<file path="config.mk">
export PLATFORM = sky130hd
export DESIGN_NAME = hottest_sensor_fan_duty_top
export DESIGN_NICKNAME = d
export VERILOG_FILES = /design/src/rtl/core/hsfd_pkg.sv /design/src/rtl/core/hottest_sensor_fan_duty_top.sv
export SDC_FILE = /design/constraint.sdc
export NUM_CORES = 2
export LEC_CHECK = 0
export ABC_AREA = 1
export ABC_CLOCK_PERIOD_IN_PS = 11100
export BUFFER_PORTS_ARGS = -buffer_cell sky130_fd_sc_hd__buf_2
export CAP_MARGIN = 30
export CORE_ASPECT_RATIO = 1.2
export CORE_MARGIN = 1
export CORE_UTILIZATION = 50
export CTS_CLUSTER_DIAMETER = 150
export DETAILED_ROUTE_END_ITERATION = 8
export PLACE_DENSITY_LB_ADDON = 0.3
export SLEW_MARGIN = 30
export SYNTH_ARGS = -nofsm -noshare
export SYNTH_HDL_FRONTEND = slang
export SYNTH_SLANG_ARGS = --single-unit
</file>
<file path="constraint.sdc">
create_clock -name clk -period 11.1 [get_ports clk]
set_clock_uncertainty 0.1 [all_clocks]
set_input_delay 0 -clock clk [delete_from_list [all_inputs] [get_ports clk]]
set_output_delay 0 -clock clk [all_outputs]
set_load 0.05 [all_outputs]
</file>
<file path="src/rtl/core/hsfd_pkg.sv">
// Package with types, constants and the microcode table of the fan duty block.
`timescale 1ns / 1ps
`default_nettype none

package hsfd_pkg;

	localparam int N_SUBSYSTEMS_DEF = 4;
	localparam int IDX_IN_W = 2;
	localparam int TEMP_W = 12;
	localparam int DUTY_W = 17;
	localparam int COUNT_W = 16;
	localparam int CFG_IDX_W = 4;
	localparam int CFG_DATA_W = 17;
	localparam int NUM_FAN_REGS = 4;
	localparam int DEN_W = 12;
	localparam int PROD_W = 28;
	localparam int DCNT_W = 5;

	localparam logic [DUTY_W-1:0] FULL_DUTY = 17'd65536;
	localparam logic signed [TEMP_W-1:0] TEMP_MIN = -12'sd2048;

	typedef enum logic [CFG_IDX_W-1:0] {
		REG_LOW_TEMP,
		REG_LOW_DUTY,
		REG_HIGH_TEMP,
		REG_HIGH_DUTY,
		REG_FAN0_MAX,
		REG_FAN1_MAX,
		REG_FAN2_MAX,
		REG_FAN3_MAX
	} reg_idx_t;

	typedef enum logic [3:0] {
		OP_NOP,
		OP_ACCEPT,
		OP_SCAN,
		OP_CURVE,
		OP_PRODUCT,
		OP_DIV,
		OP_DUTY,
		OP_FAN_MUL,
		OP_FAN_OUT
	} op_t;

	typedef enum logic [2:0] {
		JC_NONE,
		JC_ALWAYS,
		JC_SCAN_MORE,
		JC_CLAMPED,
		JC_DIV_MORE,
		JC_FAN_MORE
	} jc_t;

	typedef enum logic [3:0] {
		ST_WAIT,
		ST_SCAN,
		ST_CURVE,
		ST_PROD,
		ST_DIV,
		ST_DUTY,
		ST_FMUL,
		ST_FOUT,
		ST_END
	} step_t;

	typedef struct packed {
		op_t   op;
		jc_t   jc;
		step_t target;
	} uword_t;

	function automatic uword_t ucode_rom(step_t s);
		uword_t w;
		case (s)
			ST_WAIT:  w = '{op: OP_ACCEPT,  jc: JC_NONE,      target: ST_WAIT};
			ST_SCAN:  w = '{op: OP_SCAN,    jc: JC_SCAN_MORE, target: ST_SCAN};
			ST_CURVE: w = '{op: OP_CURVE,   jc: JC_CLAMPED,   target: ST_FMUL};
			ST_PROD:  w = '{op: OP_PRODUCT, jc: JC_NONE,      target: ST_WAIT};
			ST_DIV:   w = '{op: OP_DIV,     jc: JC_DIV_MORE,  target: ST_DIV};
			ST_DUTY:  w = '{op: OP_DUTY,    jc: JC_NONE,      target: ST_WAIT};
			ST_FMUL:  w = '{op: OP_FAN_MUL, jc: JC_NONE,      target: ST_WAIT};
			ST_FOUT:  w = '{op: OP_FAN_OUT, jc: JC_FAN_MORE,  target: ST_FMUL};
			ST_END:   w = '{op: OP_NOP,     jc: JC_ALWAYS,    target: ST_WAIT};
			default:  w = '{op: OP_NOP,     jc: JC_ALWAYS,    target: ST_WAIT};
		endcase
		return w;
	endfunction

endpackage

`default_nettype wire

</file>
<file path="src/rtl/core/hottest_sensor_fan_duty_top.sv">
// Top level of the hottest sensor fan duty block: microcoded sequencer and datapath.
// Readings are taken one at a time: a new one is accepted only after the result for the last
// fan of the previous one is loaded into the output register. When the temperature lies between
// the curve points the duty is set by the 28-step restoring divider, which is skipped when the
// curve clamps. One result per fan follows each reading, in fan order.
// Reset is asynchronous: stored temperatures go to -2048 and the registers to their defaults.
`timescale 1ns / 1ps
`default_nettype none

module hottest_sensor_fan_duty_top #(
	parameter int N_SUBSYSTEMS = hsfd_pkg::N_SUBSYSTEMS_DEF
) (
	input  wire logic                                   clk,
	input  wire logic                                   arst_n,
	input  wire logic                                   cfg_valid,
	output logic                                        cfg_ready,
	input  wire logic [hsfd_pkg::CFG_IDX_W-1:0]         cfg_index,
	input  wire logic [hsfd_pkg::CFG_DATA_W-1:0]        cfg_data,
	input  wire logic                                   in_valid,
	output logic                                        in_ready,
	input  wire logic [hsfd_pkg::IDX_IN_W-1:0]          sensor_index,
	input  wire logic signed [hsfd_pkg::TEMP_W-1:0]     reading,
	output logic                                        out_valid,
	input  wire logic                                   out_ready,
	output logic [hsfd_pkg::IDX_IN_W-1:0]               fan_index,
	output logic [hsfd_pkg::COUNT_W-1:0]                pwm_count,
	output logic [hsfd_pkg::DUTY_W-1:0]                 duty,
	output logic signed [hsfd_pkg::TEMP_W-1:0]          hottest_temp,
	output logic [hsfd_pkg::IDX_IN_W-1:0]               hottest_index,
	output logic                                        last_fan
);

	localparam int IDX_W = (N_SUBSYSTEMS > 1) ? $clog2(N_SUBSYSTEMS) : 1;
	localparam int TW = hsfd_pkg::TEMP_W;
	localparam int DW = hsfd_pkg::DUTY_W;
	localparam int CW = hsfd_pkg::COUNT_W;
	localparam int PW = hsfd_pkg::PROD_W;
	localparam int NW = hsfd_pkg::DEN_W;

	logic signed [TW-1:0] temps_q [N_SUBSYSTEMS];
	logic signed [TW-1:0] low_temp_q;
	logic signed [TW-1:0] high_temp_q;
	logic [DW-1:0]        low_duty_q;
	logic [DW-1:0]        high_duty_q;
	logic [CW-1:0]        fan_max_q [hsfd_pkg::NUM_FAN_REGS];

	hsfd_pkg::step_t      step_q;
	hsfd_pkg::step_t      step_d;
	hsfd_pkg::uword_t     uw;
	logic                 hold;
	logic                 take;
	logic                 load_out;
	logic [IDX_W-1:0]     idx_q;
	logic                 idx_last;
	logic [hsfd_pkg::DCNT_W-1:0] div_cnt_q;
	logic                 out_valid_q;

	logic signed [TW-1:0] best_q;
	logic [IDX_W-1:0]     best_idx_q;
	logic [DW-1:0]        ld_sat_q;
	logic [DW-1:0]        ddmag_q;
	logic                 neg_q;
	logic [NW-1:0]        dt_q;
	logic [NW-1:0]        den_q;
	logic [NW-1:0]        rem_q;
	logic [PW-1:0]        quo_q;
	logic [DW-1:0]        duty_q;
	logic [DW+CW-1:0]     prod_q;

	logic [hsfd_pkg::IDX_IN_W-1:0] fan_index_q;
	logic [CW-1:0]        pwm_count_q;
	logic [DW-1:0]        duty_out_q;
	logic signed [TW-1:0] hottest_temp_q;
	logic [hsfd_pkg::IDX_IN_W-1:0] hottest_index_q;
	logic                 last_fan_q;

	logic                 in_acc;
	logic                 wr_ok;
	logic signed [TW-1:0] cand;
	logic [DW-1:0]        ld_sat;
	logic [DW-1:0]        hd_sat;
	logic                 below;
	logic                 above;
	logic                 clamped;
	logic signed [DW:0]   dd;
	logic signed [DW:0]   dd_neg;
	logic signed [TW:0]   dt;
	logic signed [TW:0]   den;
	logic [NW:0]          trial;
	logic [NW:0]          trial_sub;
	logic                 fits;
	logic [DW:0]          duty_sum;
	logic [DW+NW-1:0]     mag_prod;

	assign cfg_ready = 1'b1;
	assign in_ready  = (uw.op == hsfd_pkg::OP_ACCEPT);
	assign in_acc    = in_valid && in_ready;
	assign wr_ok     = ({1'b0, sensor_index} < 3'(N_SUBSYSTEMS));
	assign load_out  = (uw.op == hsfd_pkg::OP_FAN_OUT) && !hold;

	assign out_valid     = out_valid_q;
	assign fan_index     = fan_index_q;
	assign pwm_count     = pwm_count_q;
	assign duty          = duty_out_q;
	assign hottest_temp  = hottest_temp_q;
	assign hottest_index = hottest_index_q;
	assign last_fan      = last_fan_q;

	assign idx_last = (idx_q == IDX_W'(N_SUBSYSTEMS - 1));
	assign cand     = temps_q[idx_q];

	assign ld_sat  = (low_duty_q > hsfd_pkg::FULL_DUTY) ? hsfd_pkg::FULL_DUTY : low_duty_q;
	assign hd_sat  = (high_duty_q > hsfd_pkg::FULL_DUTY) ? hsfd_pkg::FULL_DUTY : high_duty_q;
	assign below   = (best_q <= low_temp_q);
	assign above   = (best_q >= high_temp_q);
	assign clamped = below || above;
	assign dd      = $signed({1'b0, hd_sat}) - $signed({1'b0, ld_sat});
	assign dd_neg  = -dd;
	assign dt      = {best_q[TW-1], best_q} - {low_temp_q[TW-1], low_temp_q};
	assign den     = {high_temp_q[TW-1], high_temp_q} - {low_temp_q[TW-1], low_temp_q};

	assign mag_prod  = ddmag_q * {{(DW-NW){1'b0}}, dt_q};
	assign trial     = {rem_q, quo_q[PW-1]};
	assign trial_sub = trial - {1'b0, den_q};
	assign fits      = (trial >= {1'b0, den_q});
	assign duty_sum  = neg_q ? ({1'b0, ld_sat_q} - {1'b0, quo_q[DW-1:0]})
	                         : ({1'b0, ld_sat_q} + {1'b0, quo_q[DW-1:0]});

	always_comb begin
		uw   = hsfd_pkg::ucode_rom(step_q);
		hold = ((uw.op == hsfd_pkg::OP_ACCEPT) && !in_valid) ||
		       ((uw.op == hsfd_pkg::OP_FAN_OUT) && out_valid_q && !out_ready);
		case (uw.jc)
			hsfd_pkg::JC_NONE:      take = 1'b0;
			hsfd_pkg::JC_ALWAYS:    take = 1'b1;
			hsfd_pkg::JC_SCAN_MORE: take = !idx_last;
			hsfd_pkg::JC_CLAMPED:   take = clamped;
			hsfd_pkg::JC_DIV_MORE:  take = (div_cnt_q != '0);
			hsfd_pkg::JC_FAN_MORE:  take = !idx_last;
			default:                take = 1'b0;
		endcase
		if (hold) begin
			step_d = step_q;
		end else if (take) begin
			step_d = uw.target;
		end else begin
			step_d = hsfd_pkg::step_t'(step_q + 4'd1);
		end
	end

	always_ff @(posedge clk or negedge arst_n) begin
		if (!arst_n) begin
			step_q      <= hsfd_pkg::ST_WAIT;
			idx_q       <= '0;
			div_cnt_q   <= '0;
			out_valid_q <= 1'b0;
		end else begin
			step_q <= step_d;
			if (load_out) begin
				out_valid_q <= 1'b1;
			end else if (out_ready) begin
				out_valid_q <= 1'b0;
			end
			case (uw.op)
				hsfd_pkg::OP_ACCEPT: begin
					idx_q <= '0;
				end
				hsfd_pkg::OP_SCAN: begin
					idx_q <= idx_last ? '0 : IDX_W'(idx_q + 1'b1);
				end
				hsfd_pkg::OP_PRODUCT: begin
					div_cnt_q <= hsfd_pkg::DCNT_W'(PW - 1);
				end
				hsfd_pkg::OP_DIV: begin
					div_cnt_q <= div_cnt_q - 1'b1;
				end
				hsfd_pkg::OP_FAN_OUT: begin
					if (!hold) begin
						idx_q <= idx_last ? '0 : IDX_W'(idx_q + 1'b1);
					end
				end
				default: begin
				end
			endcase
		end
	end

	always_ff @(posedge clk or negedge arst_n) begin
		if (!arst_n) begin
			for (int i = 0; i < N_SUBSYSTEMS; i++) begin
				temps_q[i] <= hsfd_pkg::TEMP_MIN;
			end
		end else if (in_acc && wr_ok) begin
			temps_q[sensor_index[IDX_W-1:0]] <= reading;
		end
	end

	always_ff @(posedge clk or negedge arst_n) begin
		if (!arst_n) begin
			low_temp_q  <= 12'sd480;
			low_duty_q  <= 17'd13107;
			high_temp_q <= 12'sd1280;
			high_duty_q <= 17'd65536;
			for (int i = 0; i < hsfd_pkg::NUM_FAN_REGS; i++) begin
				fan_max_q[i] <= 16'd65535;
			end
		end else if (cfg_valid && cfg_ready) begin
			case (cfg_index)
				hsfd_pkg::REG_LOW_TEMP:  low_temp_q   <= $signed(cfg_data[TW-1:0]);
				hsfd_pkg::REG_LOW_DUTY:  low_duty_q   <= cfg_data[DW-1:0];
				hsfd_pkg::REG_HIGH_TEMP: high_temp_q  <= $signed(cfg_data[TW-1:0]);
				hsfd_pkg::REG_HIGH_DUTY: high_duty_q  <= cfg_data[DW-1:0];
				hsfd_pkg::REG_FAN0_MAX:  fan_max_q[0] <= cfg_data[CW-1:0];
				hsfd_pkg::REG_FAN1_MAX:  fan_max_q[1] <= cfg_data[CW-1:0];
				hsfd_pkg::REG_FAN2_MAX:  fan_max_q[2] <= cfg_data[CW-1:0];
				hsfd_pkg::REG_FAN3_MAX:  fan_max_q[3] <= cfg_data[CW-1:0];
				default: begin
				end
			endcase
		end
	end

	always_ff @(posedge clk) begin
		case (uw.op)
			hsfd_pkg::OP_ACCEPT: begin
				best_q     <= hsfd_pkg::TEMP_MIN;
				best_idx_q <= '0;
			end
			hsfd_pkg::OP_SCAN: begin
				if (cand > best_q) begin
					best_q     <= cand;
					best_idx_q <= idx_q;
				end
			end
			hsfd_pkg::OP_CURVE: begin
				ld_sat_q <= ld_sat;
				ddmag_q  <= dd[DW] ? dd_neg[DW-1:0] : dd[DW-1:0];
				neg_q    <= dd[DW];
				dt_q     <= dt[NW-1:0];
				den_q    <= den[NW-1:0];
				if (below) begin
					duty_q <= ld_sat;
				end else if (above) begin
					duty_q <= hd_sat;
				end
			end
			hsfd_pkg::OP_PRODUCT: begin
				quo_q <= mag_prod[PW-1:0];
				rem_q <= '0;
			end
			hsfd_pkg::OP_DIV: begin
				rem_q <= fits ? trial_sub[NW-1:0] : trial[NW-1:0];
				quo_q <= {quo_q[PW-2:0], fits};
			end
			hsfd_pkg::OP_DUTY: begin
				duty_q <= duty_sum[DW-1:0];
			end
			hsfd_pkg::OP_FAN_MUL: begin
				prod_q <= {{CW{1'b0}}, duty_q} * {{DW{1'b0}}, fan_max_q[idx_q]};
			end
			hsfd_pkg::OP_FAN_OUT: begin
				if (!hold) begin
					fan_index_q     <= hsfd_pkg::IDX_IN_W'(idx_q);
					pwm_count_q     <= prod_q[2*CW-1:CW];
					duty_out_q      <= duty_q;
					hottest_temp_q  <= best_q;
					hottest_index_q <= hsfd_pkg::IDX_IN_W'(best_idx_q);
					last_fan_q      <= idx_last;
				end
			end
			default: begin
			end
		endcase
	end

endmodule

`default_nettype wire

</file>
# == After elaboration in Yosys (flattened, before gate mapping) ==
# Memory sizes are Yosys's and may differ from the RTL's.
# Cells that the tools add are included.
# classes
addsub,10
multipliers,2
order_cmp,9
eq_ne,24
n_mux,31
bitwise_logic,3
reduce_logical,32
# op_table
op,n
17-bit two-way mux,6
12-bit two-way mux,5
28-bit case mux with 2 select lines,1
48-bit bitwise mux,1
12-bit case mux with 2 select lines,2
12-bit subtractor,3
"17-bit > comparator, second input constant",2
17-bit case mux with 2 select lines,1
16-bit binary-select mux with 2-bit select,1
"4-bit by 3-bit == test with 1-bit output, second input constant",8
17-bit by 16-bit multiplier with 32-bit output,1
16-bit two-way mux,2
17-bit by 12-bit multiplier with 28-bit output,1
12-bit binary-select mux with 2-bit select,1
12-bit demux with 2-bit select,1
2-bit AND reduction,12
17-bit by 17-bit subtractor with 18-bit output,1
17-bit adder,1
17-bit negation,1
17-bit subtractor,1
"4-bit by 2-bit == test with 1-bit output, second input constant",4
13-bit by 12-bit >= comparator with 1-bit output,1
12-bit >= comparator,1
12-bit > comparator,1
other kinds (31),52
# word_totals
register_bits,394
rom_bits,160
elab_cells,145
n_memories,1
# mem_list
memory,depth,width,rd,rd_ports_with_merged_regs,wr,line_no,text
(no name shown),16,10,1,0,0,hsfd_pkg.sv:74,case (s)

# == Longest topological paths before layout ==
# An unclocked memory read counts as a cell.
# depth
depth_word,8
depth_mapped,31
depth_no_buf,28

# == Worst setup path before layout ==
# OpenSTA, ideal clock, no wires.
# synth_timing
path_type,reg2reg
start,register step_q[0]
end,register duty_q[0] (enable)
arrival_time_ns,6.064
required_time_ns,10.626
path_slack_ns,4.562
stages_incl_launch_ff,8
n_path_buf,0
synth_period_minus_slack_ns,6.538
path_cell_list,dfrtp_1 > inv_1 > ha_1 > nor2_1 > inv_1 > nor3_1 > nand2_1 > nand2_1
# synth_via
elab_chain_cells,4
elab_cells_between_ends,6
cone_classes,3 x eq/ne; 2 x reduce/logical; 1 x memory
# synth_rtl
item,line_no,text
start: declaration,hottest_sensor_fan_duty_top.sv:47,hsfd_pkg::step_t step_q;
start signal: assignment,hottest_sensor_fan_duty_top.sv:153,step_q <= hsfd_pkg::ST_WAIT;
start signal: assignment,hottest_sensor_fan_duty_top.sv:158,step_q <= step_d;
memory 16 x 10 bit *,--,
4-bit by 2-bit == test with 1-bit output or 4-bit by 3-bit == test with 1-bit output (tied branches),hottest_sensor_fan_duty_top.sv:224,case (uw.op)
3-bit inequality test (no line) or 2-bit nonzero test (tied branches),--,
2-bit AND reduction (no line) *,--,
end signal: assignment,hottest_sensor_fan_duty_top.sv:242,duty_q <= ld_sat;
end signal: assignment,hottest_sensor_fan_duty_top.sv:244,duty_q <= hd_sat;
end signal: assignment,hottest_sensor_fan_duty_top.sv:256,duty_q <= duty_sum[DW-1:0];
end: declaration,hottest_sensor_fan_duty_top.sv:67,logic [DW-1:0] duty_q;
# Mark *: on every way between the ends. The rest lies on a longest branch, timed or not.
# A chain may end at the register's enable or synchronous reset.

# == Worst setup path in the final report ==
# layout_timing
start,register idx_q[1]
end,register prod_q[31] (data pin)
# layout_via
elab_chain_cells,5
# layout_rtl
item,line_no,text
start: declaration,hottest_sensor_fan_duty_top.sv:53,logic [IDX_W-1:0] idx_q;
start signal: assignment,hottest_sensor_fan_duty_top.sv:169,idx_q <= idx_last ? '0 : IDX_W'(idx_q + 1'b1);
start signal: assignment,hottest_sensor_fan_duty_top.sv:179,idx_q <= idx_last ? '0 : IDX_W'(idx_q + 1'b1);
2-bit inverter with 3-bit output (not written as such),hottest_sensor_fan_duty_top.sv:259,"prod_q <= {{CW{1'b0}}, duty_q} * {{DW{1'b0}}, fan_max_q[idx_q]};"
16-bit binary-select mux with 2-bit select,hottest_sensor_fan_duty_top.sv:259,
16-bit two-way mux (not written as such) (2 in a row),hottest_sensor_fan_duty_top.sv:259,
17-bit by 16-bit multiplier with 32-bit output,hottest_sensor_fan_duty_top.sv:259,
end signal: assignment,hottest_sensor_fan_duty_top.sv:259,
end: declaration,hottest_sensor_fan_duty_top.sv:68,logic [DW+CW-1:0] prod_q;
# Every way passes these cells. The select of a mux whose other input is x is not followed.

==> summary.txt <==
Timing
  • Fmax: between 100 and 150 MHz
  • Post-layout min period: 7.53 ns
  • Worst slew margin: 39.3%
  • Setup-failing EPs final: 0
  • Tcrit/Tclk final: around two thirds
  • Setup TNS: 0 ns
  • Slew @ Worst Pin: roughly 0.91 ns
  • Max Slew Vio Count: 0
  • RSZ-0062 raised after global routing: no
  • Final Hold Fails: 0
  • Hold_ws: 0.0603 ns

Detailed routing
  • DR top layer: met4
  • WL met2: around 46000 um
  • Post-Route WL: 92700 um
  • Met3 Wirelength: 4680 um
  • First DRT Iteration DRCs: 1884
  • Avg WL per Cell: ~18 um
  • Vias/cell: 5.29
  • 1st-pass router iterations: 6
  • Final ANT Viol Nets: 0
  • Vias: 28000
  • DRC viols: 0
  • Wire length on met1: 37900 um

Synth
  • Yosys Warn Count: 0
  • Number of synthesized flops with an enable pin: 196
  • Synth cell types: 62
  • Ranking of synthesized cells by area: fa_1, edfxtp_1, nand2_1
  • Post-synth top cells: nand2_1, inv_1, nor2_1
  • Asr flop ratio synth: 48.1%
  • Most common cell in the netlist: nand2_1
  • Most used DFF post-synth: edfxtp_1
  • Cells after synthesis: 4257
  • Number of synthesized register bits: between 300 and 400
  • Seq/Total Area, Yosys: 29.9%
  • Post-synth top area share: 20.4%
  • Syn avg cell area: 8.28 um^2
  • Mapped Nets: 4919
  • Post-Syn Area: 35300 um^2
  • Area leader, netlist: fa_1

Setup path
  • Crit path DAT: 7.77 ns
  • Req. time, crit path: approximately 11 ns
  • Critical path startpoint category: register
  • CP Capture Type: register
  • CP Class: reg2reg
  • Crit path max fanout: 45

Layout
  • Layout cell share with drive strength beyond 1: 7.78%
  • Fill count: 6484
  • Post-route insts no fill: 5289
  • FF+latch area: 10500 um^2
  • Diodes inserted: 0
  • Area grow syn2layout: 9.51%
  • Footprint of the multi-input gates: 21100 um^2
  • Final Core Density: 55.3%
  • Nets: 5001

Clock tree
  • H-tree Lvls: 2
  • CTS tree: yes
  • CTS root buf: clkbuf_16
  • CTS Buf Count: 40
  • Clock latency on the worst-skew pair: 0.60 ns
  • Clock Sinks: 378
  • Clock Tree Buf Depth: 3
  • CTS clk-pin slew, worst paths: 0.06 ns
  • Post-CTS Repair Setup Buffers: 0

Global routing
  • Grt ovf: 0
  • First-pass GRT wire length: 153000 um
  • Antenna violations before repair: 0
  • Gr usage total: 27.0%
  • Vias in the first global route: 29000
  • Largest net degree at the start of global routing: 99

Floorplanning
  • Core area: 69800 um^2
  • Initial Utilization: 50.5%
  • Io pins: 93
  • DIE AREA: slightly above 70000 um^2
  • Chip Width: 244 um
  • Cell row count: 106
  • Die H: 293 um

Hold path
  • Min-Delay Path Class: in2reg

Placed design
  • DP Cell Count: 5142
  • Final Wtd Congestion: 0.986
  • Hpwl dp: 71800 um
  • Port Buf Inserts: 91

Flow run
  • Max-cap violations: 0

Status
  • Status: completed
==> state kept, by name, summed over array words and instances, names as in the netlist, 16 cells and up <==
| name | flops |
|---|---|
| ddmag_q | 17 |
| duty | 17 |
| duty_q | 17 |
| fan_max_q | 64 |
| high_duty_q | 17 |
| ld_sat_q | 17 |
| low_duty_q | 17 |
| prod_q | 16 |
| pwm_count | 16 |
| quo_q | 28 |
| temps_q | 48 |
==> metal layers <==
metal	vias up	track usage [%]
li1	13400	-
met1	13600	34.1
met2	791	47.4
met3	204	2.95
met4	0	10.4
met5	-	0
==> timing repair <==
item                                   CTS  global route
endpoints found under the hold margin  297             0
hold buffers                            72             0
gates resized for setup                  0             0
==> logic make-up after synthesis <==
group                      count (synthesis)  share of synthesized area (%)
xor gates and xnor gates                  94                           2.36
and+or+nand+nor                         1634                           18.9
DFF                                      378                           29.9
adders and majority gates                622                           29.7
buffers and inverters                    951                           10.3
other                                      1                         0.0106
AOI/OAI and AO/OA                        577                           8.73
==> stage by stage <==
| stage | area [um^2] | setup WS (ns) |
|---|---|---|
| floorplan | 35300 | 4.56 |
| global placement | 36400 | 3.74 |
| detailed placement | 36400 | 3.67 |
| CTS | 38600 | 3.60 |
| global route | 38600 | 3.00 |
| finish | 38600 | 3.57 |
==> worst paths after layout <==
kind	endpoint	start	cells after the start	slack [ns]
setup / recovery	prod_q[31]	idx_q[1]	24	3.57
hold / removal	high_temp_q[2]	cfg_index[2]	4	0.06
setup reg to reg	prod_q[31]	idx_q[1]	24	3.57
hold reg to reg	pwm_count[11]	prod_q[27]	0	0.33
max in group asynchronous	temps_q[2]	arst_n	4	8.76
min in group asynchronous	temps_q[26]	arst_n	3	0.48
==> layout make-up <==
type	instances	area share [%]
timing repair buffer	176	3.34
clock inverter	23	0.826
sequential	378	27.3
tap	918	2.98
inverter	815	7.93
clock buffer	51	2.93
multi-input combinational	2928	54.7
==> cells in the final DEF (no fill, tap or decap), types with 5 or more instances in the layout <==
cell	n
nand2_1	1020
inv_1	785
fa_1	360
nor2_1	359
ha_1	262
o21ai_0	232
a21oi_1	197
edfxtp_1	196
nand3_1	109
dfrtp_1	98
buf_2	90
dfstp_2	83
o21ai_1	74
dlygate4sd3_1	72
xor2_1	56
clkbuf_16	42
xnor2_1	37
nand4_1	32
nor3_1	27
a31oi_1	20
inv_2	17
nand2_2	16
clkinv_1	12
nor4_1	12
buf_4	12
a21o_1	11
or2_2	11
nand3b_1	9
nor2_2	8
clkinv_2	8
nor2_4	7
o211ai_1	6
nand3_2	6
o21a_1	5
a211oi_1	5
o21bai_1	5
nor3_2	5
bufinv_16	5
==> worst max-delay path: stages (launching register included) <==
cell	delay (ns)
dfrtp_1	0.71
inv_2	0.50
a21oi_1	0.24
o21ai_0	0.10
nand2_1	0.34
clkinv_1	0.36
nand2_1	0.18
fa_1	0.47
fa_1	0.55
inv_1	0.06
fa_1	0.48
fa_1	0.50
fa_1	0.49
inv_1	0.05
fa_1	0.54
inv_1	0.07
ha_1	0.34
a21oi_1	0.21
o21ai_0	0.16
a21oi_1	0.28
nor2_1	0.07
a211oi_1	0.26
nand2_1	0.09
nand2_1	0.06
nand2_1	0.04
Power is not shown: default switching activity piles up to over one toggle a cycle in this logic, so the estimate is an artifact.
